$ cat src/rtl/ssd_pkg.sv
// Shared constants and control/status types for the sample set statistics block.
`default_nettype none
package ssd_pkg;

	// set capacity and derived widths
	localparam int MAX_SAMPLES = 1024;
	localparam int CNT_W       = $clog2(MAX_SAMPLES + 1);
	localparam int SAMPLE_W    = 16;
	localparam int OUT_CNT_W   = 11;
	localparam int SUM_W       = SAMPLE_W + CNT_W;      // signed running sum
	localparam int SQ_W        = 2 * SAMPLE_W - 1;      // one square, unsigned
	localparam int SQSUM_W     = 2 * SAMPLE_W - 2 + CNT_W;
	localparam int MEAN_W      = SAMPLE_W + 1;          // signed mean incl. +32768 magnitude
	localparam int MS_W        = MEAN_W + SUM_W;        // mean * sum, signed
	localparam int MM_W        = 2 * SAMPLE_W - 1;      // mean^2, unsigned
	localparam int NMM_W       = CNT_W + MM_W;          // n * mean^2, unsigned
	localparam int IW          = 2 * SAMPLE_W + 1 + CNT_W; // signed deviation workspace
	localparam int DEV_W       = 2 * SAMPLE_W + CNT_W;  // deviation sum, unsigned
	localparam int RAD_W       = 2 * SAMPLE_W;          // variance fed to the root
	localparam int ROOT_W      = SAMPLE_W;
	localparam int DIV_CNT_W   = $clog2(DEV_W + 1);
	localparam int SQRT_CNT_W  = $clog2(ROOT_W + 1);

	// commands from the controller to the datapath
	typedef struct packed {
		logic accept;
		logic div_start;
		logic div_sel_var;
		logic mean_load;
		logic mul1_load;
		logic mul2_load;
		logic dev_load;
		logic sqrt_start;
		logic out_load;
	} ssd_cmd_t;

	// status from the datapath back to the controller
	typedef struct packed {
		logic div_done;
		logic div_busy;
		logic sqrt_done;
		logic sqrt_busy;
	} ssd_stat_t;

endpackage
`default_nettype wire

$ cat src/rtl/ssd_in_if.sv
// Sample input channel: valid/ready with one sample and its last flag.
`default_nettype none
interface ssd_in_if;
	logic                                valid;
	logic                                ready;
	logic signed [ssd_pkg::SAMPLE_W-1:0] sample;
	logic                                last_sample;

	modport source (output valid, sample, last_sample, input ready);
	modport sink   (input valid, sample, last_sample, output ready);
endinterface
`default_nettype wire

$ cat src/rtl/ssd_out_if.sv
// Result output channel: valid/ready with the statistics of one set.
`default_nettype none
interface ssd_out_if;
	logic                                 valid;
	logic                                 ready;
	logic [ssd_pkg::ROOT_W-1:0]           std_dev;
	logic signed [ssd_pkg::SAMPLE_W-1:0]  mean_value;
	logic signed [ssd_pkg::SAMPLE_W-1:0]  minimum;
	logic signed [ssd_pkg::SAMPLE_W-1:0]  maximum;
	logic [ssd_pkg::OUT_CNT_W-1:0]        sample_count;
	logic                                 overflowed;

	modport source (output valid, std_dev, mean_value, minimum, maximum, sample_count,
		overflowed, input ready);
	modport sink   (input valid, std_dev, mean_value, minimum, maximum, sample_count,
		overflowed, output ready);
endinterface
`default_nettype wire

$ cat src/rtl/ssd_divider.sv
// Iterative unsigned restoring divider, one quotient bit per cycle.
`default_nettype none
module ssd_divider (
	input  wire logic                        clk,
	input  wire logic                        arst_n,
	input  wire logic                        start,
	input  wire logic [ssd_pkg::DEV_W-1:0]   dividend,
	input  wire logic [ssd_pkg::CNT_W-1:0]   divisor,
	output logic      [ssd_pkg::DEV_W-1:0]   quotient,
	output logic                             busy,
	output logic                             done
);
	localparam int DW = ssd_pkg::DEV_W;
	localparam int NW = ssd_pkg::CNT_W;

	logic [DW-1:0]                  quo_q;
	logic [NW-1:0]                  rem_q;
	logic [NW-1:0]                  den_q;
	logic [ssd_pkg::DIV_CNT_W-1:0]  cnt_q;
	logic                           busy_q;
	logic                           done_q;

	logic [NW:0] trial;
	logic [NW:0] diff;
	logic        fits;

	// shift in the next dividend bit and try a subtract
	always_comb begin
		trial = {rem_q, quo_q[DW-1]};
		diff  = trial - {1'b0, den_q};
		fits  = trial >= {1'b0, den_q};
	end

	// control: busy and the done pulse
	always_ff @(posedge clk or negedge arst_n) begin
		if (!arst_n) begin
			busy_q <= 1'b0;
			done_q <= 1'b0;
			cnt_q  <= '0;
		end else begin
			done_q <= 1'b0;
			if (start) begin
				busy_q <= 1'b1;
				cnt_q  <= ssd_pkg::DIV_CNT_W'(DW);
			end else if (busy_q) begin
				cnt_q <= cnt_q - 1'b1;
				if (cnt_q == ssd_pkg::DIV_CNT_W'(1)) begin
					busy_q <= 1'b0;
					done_q <= 1'b1;
				end
			end
		end
	end

	// datapath: remainder and quotient shift register
	always_ff @(posedge clk) begin
		if (start) begin
			quo_q <= dividend;
			rem_q <= '0;
			den_q <= divisor;
		end else if (busy_q) begin
			quo_q <= {quo_q[DW-2:0], fits};
			rem_q <= fits ? diff[NW-1:0] : trial[NW-1:0];
		end
	end

	assign quotient = quo_q;
	assign busy     = busy_q;
	assign done     = done_q;
endmodule
`default_nettype wire

$ cat src/rtl/ssd_sqrt.sv
// Iterative integer square root, one root bit (two radicand bits) per cycle.
`default_nettype none
module ssd_sqrt (
	input  wire logic                        clk,
	input  wire logic                        arst_n,
	input  wire logic                        start,
	input  wire logic [ssd_pkg::RAD_W-1:0]   radicand,
	output logic      [ssd_pkg::ROOT_W-1:0]  root,
	output logic                             busy,
	output logic                             done
);
	localparam int RW = ssd_pkg::RAD_W;
	localparam int TW = ssd_pkg::ROOT_W;
	localparam int EW = TW + 4;   // remainder and trial width

	logic [RW-1:0]                   rad_q;
	logic [TW-1:0]                   root_q;
	logic [EW-3:0]                   rem_q;
	logic [ssd_pkg::SQRT_CNT_W-1:0]  cnt_q;
	logic                            busy_q;
	logic                            done_q;

	logic [EW-1:0] acc;
	logic [EW-1:0] trial;
	logic [EW-1:0] diff;
	logic          fits;

	// bring down two bits, compare with 4*root+1
	always_comb begin
		acc   = {rem_q, rad_q[RW-1:RW-2]};
		trial = EW'({root_q, 2'b01});
		diff  = acc - trial;
		fits  = acc >= trial;
	end

	// control: busy and the done pulse
	always_ff @(posedge clk or negedge arst_n) begin
		if (!arst_n) begin
			busy_q <= 1'b0;
			done_q <= 1'b0;
			cnt_q  <= '0;
		end else begin
			done_q <= 1'b0;
			if (start) begin
				busy_q <= 1'b1;
				cnt_q  <= ssd_pkg::SQRT_CNT_W'(TW);
			end else if (busy_q) begin
				cnt_q <= cnt_q - 1'b1;
				if (cnt_q == ssd_pkg::SQRT_CNT_W'(1)) begin
					busy_q <= 1'b0;
					done_q <= 1'b1;
				end
			end
		end
	end

	// datapath: radicand shift, partial remainder, root
	always_ff @(posedge clk) begin
		if (start) begin
			rad_q  <= radicand;
			rem_q  <= '0;
			root_q <= '0;
		end else if (busy_q) begin
			rad_q  <= {rad_q[RW-3:0], 2'b00};
			rem_q  <= fits ? diff[EW-3:0] : acc[EW-3:0];
			root_q <= {root_q[TW-2:0], fits};
		end
	end

	assign root = root_q;
	assign busy = busy_q;
	assign done = done_q;
endmodule
`default_nettype wire

$ cat src/rtl/ssd_datapath.sv
// Datapath: running accumulators, deviation arithmetic, divider, root and result register.
`default_nettype none
module ssd_datapath (
	input  wire logic                                 clk,
	input  wire logic                                 arst_n,
	input  wire ssd_pkg::ssd_cmd_t                    cmd,
	output ssd_pkg::ssd_stat_t                        stat,
	input  wire logic signed [ssd_pkg::SAMPLE_W-1:0]  sample,
	output logic      [ssd_pkg::ROOT_W-1:0]           std_dev,
	output logic signed [ssd_pkg::SAMPLE_W-1:0]       mean_value,
	output logic signed [ssd_pkg::SAMPLE_W-1:0]       minimum,
	output logic signed [ssd_pkg::SAMPLE_W-1:0]       maximum,
	output logic      [ssd_pkg::OUT_CNT_W-1:0]        sample_count,
	output logic                                      overflowed
);
	localparam int XW = ssd_pkg::SAMPLE_W;

	// running state of the set
	logic signed [ssd_pkg::SUM_W-1:0]    sum_q;
	logic        [ssd_pkg::SQSUM_W-1:0]  sqsum_q;
	logic        [ssd_pkg::CNT_W-1:0]    count_q;
	logic signed [XW-1:0]                min_q;
	logic signed [XW-1:0]                max_q;
	logic                                drop_q;

	// squaring pipeline
	logic signed [XW-1:0]          x_s1;
	logic                          sqv_s1;
	logic [ssd_pkg::SQ_W-1:0]      sq_s2;
	logic                          sqv_s2;
	logic signed [2*XW-1:0]        sq_full;

	// end-of-set arithmetic
	logic signed [ssd_pkg::MEAN_W-1:0]   mean_q;
	logic signed [ssd_pkg::MS_W-1:0]     ms_q;
	logic        [ssd_pkg::MM_W-1:0]     mm_q;
	logic        [ssd_pkg::NMM_W-1:0]    nmm_q;
	logic signed [ssd_pkg::IW-1:0]       d_q;
	logic        [ssd_pkg::DEV_W-1:0]    dev_q;
	logic signed [2*ssd_pkg::MEAN_W-1:0] mm_full;
	logic signed [ssd_pkg::IW-1:0]       dev_sum;
	logic        [ssd_pkg::SUM_W-1:0]    abs_sum;
	logic signed [ssd_pkg::MEAN_W-1:0]   q_mag;
	logic        [ssd_pkg::DEV_W-1:0]    dividend;
	logic        [ssd_pkg::DEV_W-1:0]    quotient;
	logic        [ssd_pkg::ROOT_W-1:0]   root;
	logic        [ssd_pkg::CNT_W+ssd_pkg::OUT_CNT_W-1:0] count_ext;

	logic full;
	logic take;

	// a sample enters the set only while there is room
	assign full = count_q == ssd_pkg::CNT_W'(ssd_pkg::MAX_SAMPLES);
	assign take = cmd.accept && !full;

	// accumulators, cleared when the result is captured
	always_ff @(posedge clk or negedge arst_n) begin
		if (!arst_n) begin
			sum_q   <= '0;
			sqsum_q <= '0;
			count_q <= '0;
			drop_q  <= 1'b0;
			sqv_s1  <= 1'b0;
			sqv_s2  <= 1'b0;
		end else begin
			sqv_s1 <= take;
			sqv_s2 <= sqv_s1;
			if (cmd.out_load) begin
				sum_q   <= '0;
				sqsum_q <= '0;
				count_q <= '0;
				drop_q  <= 1'b0;
			end else begin
				if (cmd.accept && full)
					drop_q <= 1'b1;
				if (take) begin
					sum_q   <= sum_q + ssd_pkg::SUM_W'(sample);
					count_q <= count_q + 1'b1;
				end
				if (sqv_s2)
					sqsum_q <= sqsum_q + ssd_pkg::SQSUM_W'(sq_s2);
			end
		end
	end

	// minimum and maximum, first sample of a set seeds both
	always_ff @(posedge clk) begin
		if (take) begin
			if (count_q == '0 || sample < min_q)
				min_q <= sample;
			if (count_q == '0 || sample > max_q)
				max_q <= sample;
		end
	end

	// square one sample per cycle
	assign sq_full = x_s1 * x_s1;
	always_ff @(posedge clk) begin
		x_s1  <= sample;
		sq_s2 <= sq_full[ssd_pkg::SQ_W-1:0];
	end

	// divider operand select: |sum| for the mean, deviation sum for the variance
	always_comb begin
		abs_sum  = sum_q[ssd_pkg::SUM_W-1] ? ssd_pkg::SUM_W'(-sum_q) : sum_q;
		dividend = cmd.div_sel_var ? dev_q : ssd_pkg::DEV_W'(abs_sum);
		q_mag    = $signed({1'b0, quotient[XW-1:0]});
		mm_full  = mean_q * mean_q;
		dev_sum  = d_q + $signed(ssd_pkg::IW'(nmm_q));
	end

	// sum (x-m)^2 = S2 - 2mS + n*m^2, a register after each multiply
	always_ff @(posedge clk) begin
		if (cmd.mean_load)
			mean_q <= sum_q[ssd_pkg::SUM_W-1] ? -q_mag : q_mag;
		if (cmd.mul1_load) begin
			ms_q <= mean_q * sum_q;
			mm_q <= mm_full[ssd_pkg::MM_W-1:0];
		end
		if (cmd.mul2_load) begin
			nmm_q <= count_q * mm_q;
			d_q   <= $signed(ssd_pkg::IW'(sqsum_q)) - (ssd_pkg::IW'(ms_q) <<< 1);
		end
		if (cmd.dev_load)
			dev_q <= dev_sum[ssd_pkg::IW-1] ? '0 : dev_sum[ssd_pkg::DEV_W-1:0];
	end

	ssd_divider u_div (
		.clk      (clk),
		.arst_n   (arst_n),
		.start    (cmd.div_start),
		.dividend (dividend),
		.divisor  (count_q),
		.quotient (quotient),
		.busy     (stat.div_busy),
		.done     (stat.div_done)
	);

	ssd_sqrt u_sqrt (
		.clk      (clk),
		.arst_n   (arst_n),
		.start    (cmd.sqrt_start),
		.radicand (quotient[ssd_pkg::RAD_W-1:0]),
		.root     (root),
		.busy     (stat.sqrt_busy),
		.done     (stat.sqrt_done)
	);

	// result register
	assign count_ext = (ssd_pkg::CNT_W + ssd_pkg::OUT_CNT_W)'(count_q);
	always_ff @(posedge clk) begin
		if (cmd.out_load) begin
			std_dev      <= root;
			mean_value   <= mean_q[XW-1:0];
			minimum      <= min_q;
			maximum      <= max_q;
			sample_count <= count_ext[ssd_pkg::OUT_CNT_W-1:0];
			overflowed   <= drop_q;
		end
	end
endmodule
`default_nettype wire

$ cat src/rtl/ssd_ctrl.sv
// Controller: sequences accumulation, mean divide, deviation sum, variance divide and root.
`default_nettype none
module ssd_ctrl (
	input  wire logic                clk,
	input  wire logic                arst_n,
	input  wire logic                in_valid,
	input  wire logic                in_last,
	output logic                     in_ready,
	output logic                     out_valid,
	input  wire logic                out_ready,
	input  wire ssd_pkg::ssd_stat_t  stat,
	output ssd_pkg::ssd_cmd_t        cmd
);
	typedef enum logic [3:0] {
		ST_ACC,
		ST_PIPE1,
		ST_PIPE2,
		ST_MDIV,
		ST_MEAN,
		ST_MUL1,
		ST_MUL2,
		ST_DEV,
		ST_VDIV,
		ST_SQRT,
		ST_OUT
	} state_t;

	state_t state_q;
	logic   ready_q;
	logic   out_valid_q;
	logic   div_start_q;
	logic   sel_var_q;
	logic   mean_load_q;
	logic   mul1_q;
	logic   mul2_q;
	logic   dev_load_q;
	logic   sqrt_start_q;
	logic   fire;
	logic   out_free;

	assign fire     = in_valid && ready_q;
	assign out_free = !out_valid_q || out_ready;

	// state and registered command pulses
	always_ff @(posedge clk or negedge arst_n) begin
		if (!arst_n) begin
			state_q      <= ST_ACC;
			ready_q      <= 1'b1;
			out_valid_q  <= 1'b0;
			div_start_q  <= 1'b0;
			sel_var_q    <= 1'b0;
			mean_load_q  <= 1'b0;
			mul1_q       <= 1'b0;
			mul2_q       <= 1'b0;
			dev_load_q   <= 1'b0;
			sqrt_start_q <= 1'b0;
		end else begin
			div_start_q  <= 1'b0;
			mean_load_q  <= 1'b0;
			mul1_q       <= 1'b0;
			mul2_q       <= 1'b0;
			dev_load_q   <= 1'b0;
			sqrt_start_q <= 1'b0;
			if (out_valid_q && out_ready)
				out_valid_q <= 1'b0;
			case (state_q)
				ST_ACC: begin
					if (fire && in_last) begin
						ready_q <= 1'b0;
						state_q <= ST_PIPE1;
					end
				end
				// let the last square reach the sum
				ST_PIPE1: state_q <= ST_PIPE2;
				ST_PIPE2: begin
					div_start_q <= 1'b1;
					sel_var_q   <= 1'b0;
					state_q     <= ST_MDIV;
				end
				ST_MDIV: begin
					if (stat.div_done) begin
						mean_load_q <= 1'b1;
						state_q     <= ST_MEAN;
					end
				end
				ST_MEAN: begin
					mul1_q  <= 1'b1;
					state_q <= ST_MUL1;
				end
				ST_MUL1: begin
					mul2_q  <= 1'b1;
					state_q <= ST_MUL2;
				end
				ST_MUL2: begin
					dev_load_q <= 1'b1;
					state_q    <= ST_DEV;
				end
				ST_DEV: begin
					div_start_q <= 1'b1;
					sel_var_q   <= 1'b1;
					state_q     <= ST_VDIV;
				end
				ST_VDIV: begin
					if (stat.div_done) begin
						sqrt_start_q <= 1'b1;
						state_q      <= ST_SQRT;
					end
				end
				ST_SQRT: begin
					if (stat.sqrt_done)
						state_q <= ST_OUT;
				end
				// wait for the result register to be free
				ST_OUT: begin
					if (out_free) begin
						out_valid_q <= 1'b1;
						ready_q     <= 1'b1;
						state_q     <= ST_ACC;
					end
				end
				default: state_q <= ST_ACC;
			endcase
		end
	end

	// command bundle
	always_comb begin
		cmd.accept      = fire;
		cmd.div_start   = div_start_q;
		cmd.div_sel_var = sel_var_q;
		cmd.mean_load   = mean_load_q;
		cmd.mul1_load   = mul1_q;
		cmd.mul2_load   = mul2_q;
		cmd.dev_load    = dev_load_q;
		cmd.sqrt_start  = sqrt_start_q;
		cmd.out_load    = (state_q == ST_OUT) && out_free;
	end

	assign in_ready  = ready_q;
	assign out_valid = out_valid_q;
endmodule
`default_nettype wire

$ cat src/rtl/sample_set_std_deviation.sv
// Top level: statistics (count, min, max, mean, standard deviation) over a sample set.
// Throughput: one sample per cycle while a set streams in; ready drops after the last one.
// After the last sample transfer the result is produced by the bit-serial divider used twice
//   (mean, variance) and the 16-step root.
// A new set is taken once its predecessor's result is in the output register.
// Reset (arst_n low, asynchronous) clears the accumulators, the sequencer and the output valid.
`default_nettype none
module sample_set_std_deviation (
	input  wire logic  clk,
	input  wire logic  arst_n,
	ssd_in_if.sink     samples,
	ssd_out_if.source  results
);
	ssd_pkg::ssd_cmd_t  cmd;
	ssd_pkg::ssd_stat_t stat;

	ssd_ctrl u_ctrl (
		.clk       (clk),
		.arst_n    (arst_n),
		.in_valid  (samples.valid),
		.in_last   (samples.last_sample),
		.in_ready  (samples.ready),
		.out_valid (results.valid),
		.out_ready (results.ready),
		.stat      (stat),
		.cmd       (cmd)
	);

	ssd_datapath u_dp (
		.clk          (clk),
		.arst_n       (arst_n),
		.cmd          (cmd),
		.stat         (stat),
		.sample       (samples.sample),
		.std_dev      (results.std_dev),
		.mean_value   (results.mean_value),
		.minimum      (results.minimum),
		.maximum      (results.maximum),
		.sample_count (results.sample_count),
		.overflowed   (results.overflowed)
	);

	// the last sample of a set closes the input
	a_last_closes: assert property (@(posedge clk) disable iff (!arst_n)
		(samples.valid && samples.ready && samples.last_sample) |=> !samples.ready)
		else $error("input still open after the last sample");

	// divider and root never run together, and neither runs while samples stream
	a_units_apart: assert property (@(posedge clk) disable iff (!arst_n)
		!(stat.div_busy && stat.sqrt_busy))
		else $error("divider and root busy at once");

	a_idle_when_open: assert property (@(posedge clk) disable iff (!arst_n)
		samples.ready |-> (!stat.div_busy && !stat.sqrt_busy))
		else $error("arithmetic unit busy while accepting samples");

	// a reported mean lies between the reported extremes
	a_mean_range: assert property (@(posedge clk) disable iff (!arst_n)
		results.valid |-> (results.minimum <= results.mean_value &&
			results.mean_value <= results.maximum))
		else $error("mean outside the min/max range");
endmodule
`default_nettype wire
$ cat src/flat_wrapper.sv
// flat-port wrapper written by rule: the top's interface ports become plain ports
module sample_set_std_deviation_flat 
  (clk, arst_n, samples_valid, samples_sample, samples_last_sample, samples_ready, results_valid, results_std_dev, results_mean_value, results_minimum, results_maximum, results_sample_count, results_overflowed, results_ready);
  ssd_in_if samples_i ();
  ssd_out_if results_i ();
  input  wire logic clk;
  input  wire logic arst_n;
  input wire logic [$bits(samples_i.valid)-1:0] samples_valid;
  input wire logic [$bits(samples_i.sample)-1:0] samples_sample;
  input wire logic [$bits(samples_i.last_sample)-1:0] samples_last_sample;
  output wire logic [$bits(samples_i.ready)-1:0] samples_ready;
  output wire logic [$bits(results_i.valid)-1:0] results_valid;
  output wire logic [$bits(results_i.std_dev)-1:0] results_std_dev;
  output wire logic [$bits(results_i.mean_value)-1:0] results_mean_value;
  output wire logic [$bits(results_i.minimum)-1:0] results_minimum;
  output wire logic [$bits(results_i.maximum)-1:0] results_maximum;
  output wire logic [$bits(results_i.sample_count)-1:0] results_sample_count;
  output wire logic [$bits(results_i.overflowed)-1:0] results_overflowed;
  input wire logic [$bits(results_i.ready)-1:0] results_ready;
  assign samples_i.valid = samples_valid;
  assign samples_i.sample = samples_sample;
  assign samples_i.last_sample = samples_last_sample;
  assign samples_ready = samples_i.ready;
  assign results_valid = results_i.valid;
  assign results_std_dev = results_i.std_dev;
  assign results_mean_value = results_i.mean_value;
  assign results_minimum = results_i.minimum;
  assign results_maximum = results_i.maximum;
  assign results_sample_count = results_i.sample_count;
  assign results_overflowed = results_i.overflowed;
  assign results_i.ready = results_ready;
  sample_set_std_deviation u_core (.clk(clk), .arst_n(arst_n), .samples(samples_i), .results(results_i));
endmodule
$ cat config.mk
export PLATFORM = sky130hd
export DESIGN_NAME = sample_set_std_deviation_flat
export DESIGN_NICKNAME = d
export VERILOG_FILES = /design/src/rtl/ssd_pkg.sv /design/src/rtl/ssd_in_if.sv /design/src/rtl/ssd_out_if.sv /design/src/rtl/ssd_divider.sv /design/src/rtl/ssd_sqrt.sv /design/src/rtl/ssd_datapath.sv /design/src/rtl/ssd_ctrl.sv /design/src/rtl/sample_set_std_deviation.sv /design/src/flat_wrapper.sv
export SDC_FILE = /design/constraint.sdc
export NUM_CORES = 2
export LEC_CHECK = 0
export ABC_AREA = 0
export ABC_CLOCK_PERIOD_IN_PS = 14300
export BUFFER_PORTS_ARGS = -buffer_cell sky130_fd_sc_hd__clkbuf_2
export CORE_ASPECT_RATIO = 0.75
export CORE_MARGIN = 2
export CORE_UTILIZATION = 45
export DETAILED_ROUTE_END_ITERATION = 16
export HOLD_SLACK_MARGIN = 0.02
export PLACE_DENSITY = 0.64
export SYNTH_ARGS = -nofsm -noshare
export SYNTH_HDL_FRONTEND = slang
export SYNTH_HIERARCHICAL = 1
export SYNTH_SLANG_ARGS = --single-unit
$ cat constraint.sdc
create_clock -name clk -period 14.3 [get_ports clk]
set_input_delay 3.575 -clock clk [delete_from_list [all_inputs] [get_ports clk]]
set_output_delay 3.575 -clock clk [all_outputs]
set_load 0.02 [all_outputs]
==> impl_results.md <==
* Status: complete, no violations
* IO buf count at 98
* Largest net degree at the start of global routing at 78
* Worst path required time at 14.71 ns
* Clock group share of total power at 25.1%
* Worst setup SP type: flop
* Starting density of the core at 45.4%
* Crit-path cells: buf_4, nand2_1, fa_1, inv_1, fa_1, fa_1, fa_1, fa_1, inv_1, fa_1, inv_1, ha_1, a21o_1, a21oi_1, o22ai_1, a211oi_1, o211a_1, o21ai_1, a2111oi_0, a21oi_1, xor2_1
* Synth top area cells: fa_1 31%, edfxtp_1 17%, ha_1 9.3%, inv_1 7.4%, nand2_1 3.9%
* Comb pwr share at 48.7%
* Worst-Margin Slew at 1.27 ns
* Via density at 5.33
* Syn Inst Count at 7627
* Total gr overflow at 0
* #FFs+latches synth at 614
* Initial DRC count at 3954
* H-tree depth at 3
* GR peak layer: met1
* Slew Limit Fails at 0
* Beginning of the worst hold path: u_core/u_dp/sqv_s1
* Family with the most delay on the worst path: adder cells
* PD cells at 95.9 nW/um^2
* Critical path's largest stage delay at 0.89 ns
* DR WL/cell at 19.4 um
* Final Net Count at 9328
* Worst Clk Skew at 0.0398 ns
* Clock Latency Late Sink at 0.69 ns
* Number of global-route vias before repair at 54425
* CP Capture Type: flop
* Die W at 476 um
* Post-CTS Hold Fix Bufs at 0
* Die Y at 358 um
* Top cell type's share of synthesized area at 31.5%
* CP startpoint: u_core/u_dp/mean_q[9]
* P_leak at 36.7 nW
* Most frequent cell on the critical path: fa_1
* Sw Ratio at 38.0%
* Asr flop ratio synth at 17.9%
* Worst VDD drop at 0.000293 V
* CP Class: flop to flop
* Mapped Area at 75100 sq um
* Hold Vio Cnt, Final at 0
* Crit-path max FO at 25
* Setup Slack @ Placement at 6.96 ns
* RSZ-0062 raised after global routing: no
* Post-route ant nets at 0
* CTS root buffer: clkbuf_16
* Total global routing track utilization at 23.0%
* Finished Cell Area at 80200 sq um
* Die area at 170000 sq um
* Longest Clk Path Bufs at 3
* P&R area growth vs syn at 6.81%
* Placed Instance Area at 77700 sq um
* Final worst slack at 6.79 ns
* Max Fclk at 133 MHz
* Relative slew slack at 15.6%
* Met1 Use GR at 34.5%
* Met3 Use GR at 4.03%
* DRT Pass-1 Iters at 6
* Cell variety after synth at 108
* Most frequent cells in the layout: 1481 x inv_1, 1180 x fa_1, 781 x nand2_1
* Post-cts resize count at 0
* Syn Area/Cell at 9.85 sq um
* Int Pwr at 4.77 mW
* Leading area contributor after synthesis: fa_1
* Period utilization at 52.5%
* HP Class: flop to flop
* Max_cap viols at 0
* Min Tclk post-route at 7.51 ns
* CTS buffer count at 71
* Postcts setup bufs at 0
* Seq/Total Area, Yosys at 22.6%
* Layout cells sized above 1 at 5.72%
* Final setup vio count at 0
* Reg2Reg Launch Point: u_core/u_dp/mean_q[9]
* Io pins at 99
* Clk sink count at 614
* Post-route DRC at 0
* EDFF count, synth at 413
* P_sw at 2.92 mW
* Synth Warn # at 6
* Routed wire length at 191000 um
* Via count at 52514
* Sequential share of power at 26.2%
* Initial antenna violation count at 4
* Setup TNS at 0 ns
* Worst EP arrival at 7.92 ns
* Met2 usage at 34.2%
* First-pass GRT wire length at 307000 um
* Buf/Inv on CP at 4
* HPWL after detailed placement at 147000 um
* # rows at 129
* Post-synth top flop: edfxtp_1
* Slowest CP cell: edfxtp_1
* Worst-path clk slew at 0.06 ns
* Core area at 165000 sq um
* GPL Wtd Cong at 0.903
* CTS tree: done
* Most common cell after layout, fill and taps aside: inv_1
[worst reg2reg max path: cells and delay by family, from the launching register on]
kind                       cells  cell delay, ns
DFF                            1            0.89
buffers and inverters          4            0.67
AOI/OAI and AO/OA              8            1.97
and+or+nand+nor                1            0.17
xor gates and xnor gates       1            0.15
adders and majority gates      7            3.40
[power by group through the flow]
| stage | combinational (mW) | clock [mW] | sequential [mW] |
|---|---|---|---|
| floorplan | 3.02 | 0 | 2.04 |
| global placement | 3.67 | 0 | 2.05 |
| detailed placement | 3.74 | 0 | 2.05 |
| CTS | 3.76 | 1.97 | 2.02 |
| global route | 4.32 | 2.04 | 2.02 |
| finish | 3.75 | 1.93 | 2.01 |
[cell families after synthesis]
| logic type | after synthesis | share of synthesized area (%) |
|---|---|---|
| simple gates | 2033 | 13.0 |
| compound gates | 964 | 8.53 |
| other cells | 2 | 0.0100 |
| mux | 120 | 1.72 |
| buf+inv | 1790 | 9.06 |
| fa+ha+maj | 1739 | 40.8 |
| flops | 614 | 22.6 |
| xor+xnor | 365 | 4.27 |
[path summary, 6_finish.rpt]
path	slack, ns	cells past startpoint	to
setup reg to reg	6.79	21	u_core/u_dp/ms_q[35]
hold reg to reg	0.36	0	u_core/u_dp/sqv_s2
min in group asynchronous	2.88	1	u_core/u_dp/count_q[5]
max in group asynchronous	9.81	3	u_core/u_dp/sum_q[26]
setup / recovery	6.79	21	u_core/u_dp/ms_q[35]
hold / removal	0.36	0	u_core/u_dp/sqv_s2
[state kept, by name, indices dropped and copies added (netlist names), 17 cells and up]
| signal | count |
|---|---|
| u_core/u_dp/d_q | 44 |
| u_core/u_dp/dev_q | 43 |
| u_core/u_dp/ms_q | 43 |
| u_core/u_dp/u_div/quotient | 43 |
| u_core/u_dp/nmm_q | 42 |
| u_core/u_dp/sqsum_q | 41 |
| u_core/u_dp/u_sqrt/rad_q | 32 |
| u_core/u_dp/mm_q | 30 |
| u_core/u_dp/sq_s2 | 30 |
| u_core/u_dp/sum_q | 27 |
| u_core/u_dp/u_sqrt/rem_q | 18 |
| u_core/u_dp/mean_q | 17 |
[per-stage QoR]
| stage | hold WS (ns) | util (%) | total power, mW | cells |
|---|---|---|---|---|
| 2_1_floorplan | 0.331 | - | 5.05 | 7629 |
| 3_3_place_gp | 0.336 | 47.0 | 5.72 | 9722 |
| 3_5_place_dp | 0.347 | 47.0 | 5.80 | 9722 |
| 4_1_cts | 0.365 | 48.5 | 7.75 | 9854 |
| 5_1_grt | 0.365 | 48.5 | 8.38 | 9854 |
| 6_report | 0.359 | 48.5 | 7.69 | 9855 |
[routing by layer]
layer	share of wire, %	wire length, um
met5	0	0
met4	2.7	5110
met2	43	81300
met3	7.5	14300
met1	47	90000
[Yosys cell counts (all sizes together) (22+ instances only)]
library cell  count
a31oi            27
mux2             75
dfxtp            91
o21ai           190
and3             33
nand3            65
buf              36
nand4            31
nand2           783
inv            1483
o21bai           34
a211oi           46
a21oi           286
clkbuf          270
mux2i            45
xor2            110
dfrtp           109
o211ai           22
nand2b           66
o31ai            27
fa             1180
nor3             55
nor2            393
nor2b            49
edfxtp          413
or3              23
o21a             46
xnor2           255
and2            460
a21o            127
ha              559
[area by class of cell]
class / instances / area (sq um)
Sequential cell: 614 / 17000
Clock inverter: 44 / 542
Inverter: 1484 / 5570
Clock buffer: 88 / 1920
Timing Repair Buffer: 172 / 1050
Fill cell: 15359 / 85100
Tap cell: 2227 / 2790
Multi-Input combinational cell: 5225 / 51300
Antenna cell: 1 / 2.50
Power figures use the tool's default switching activity.
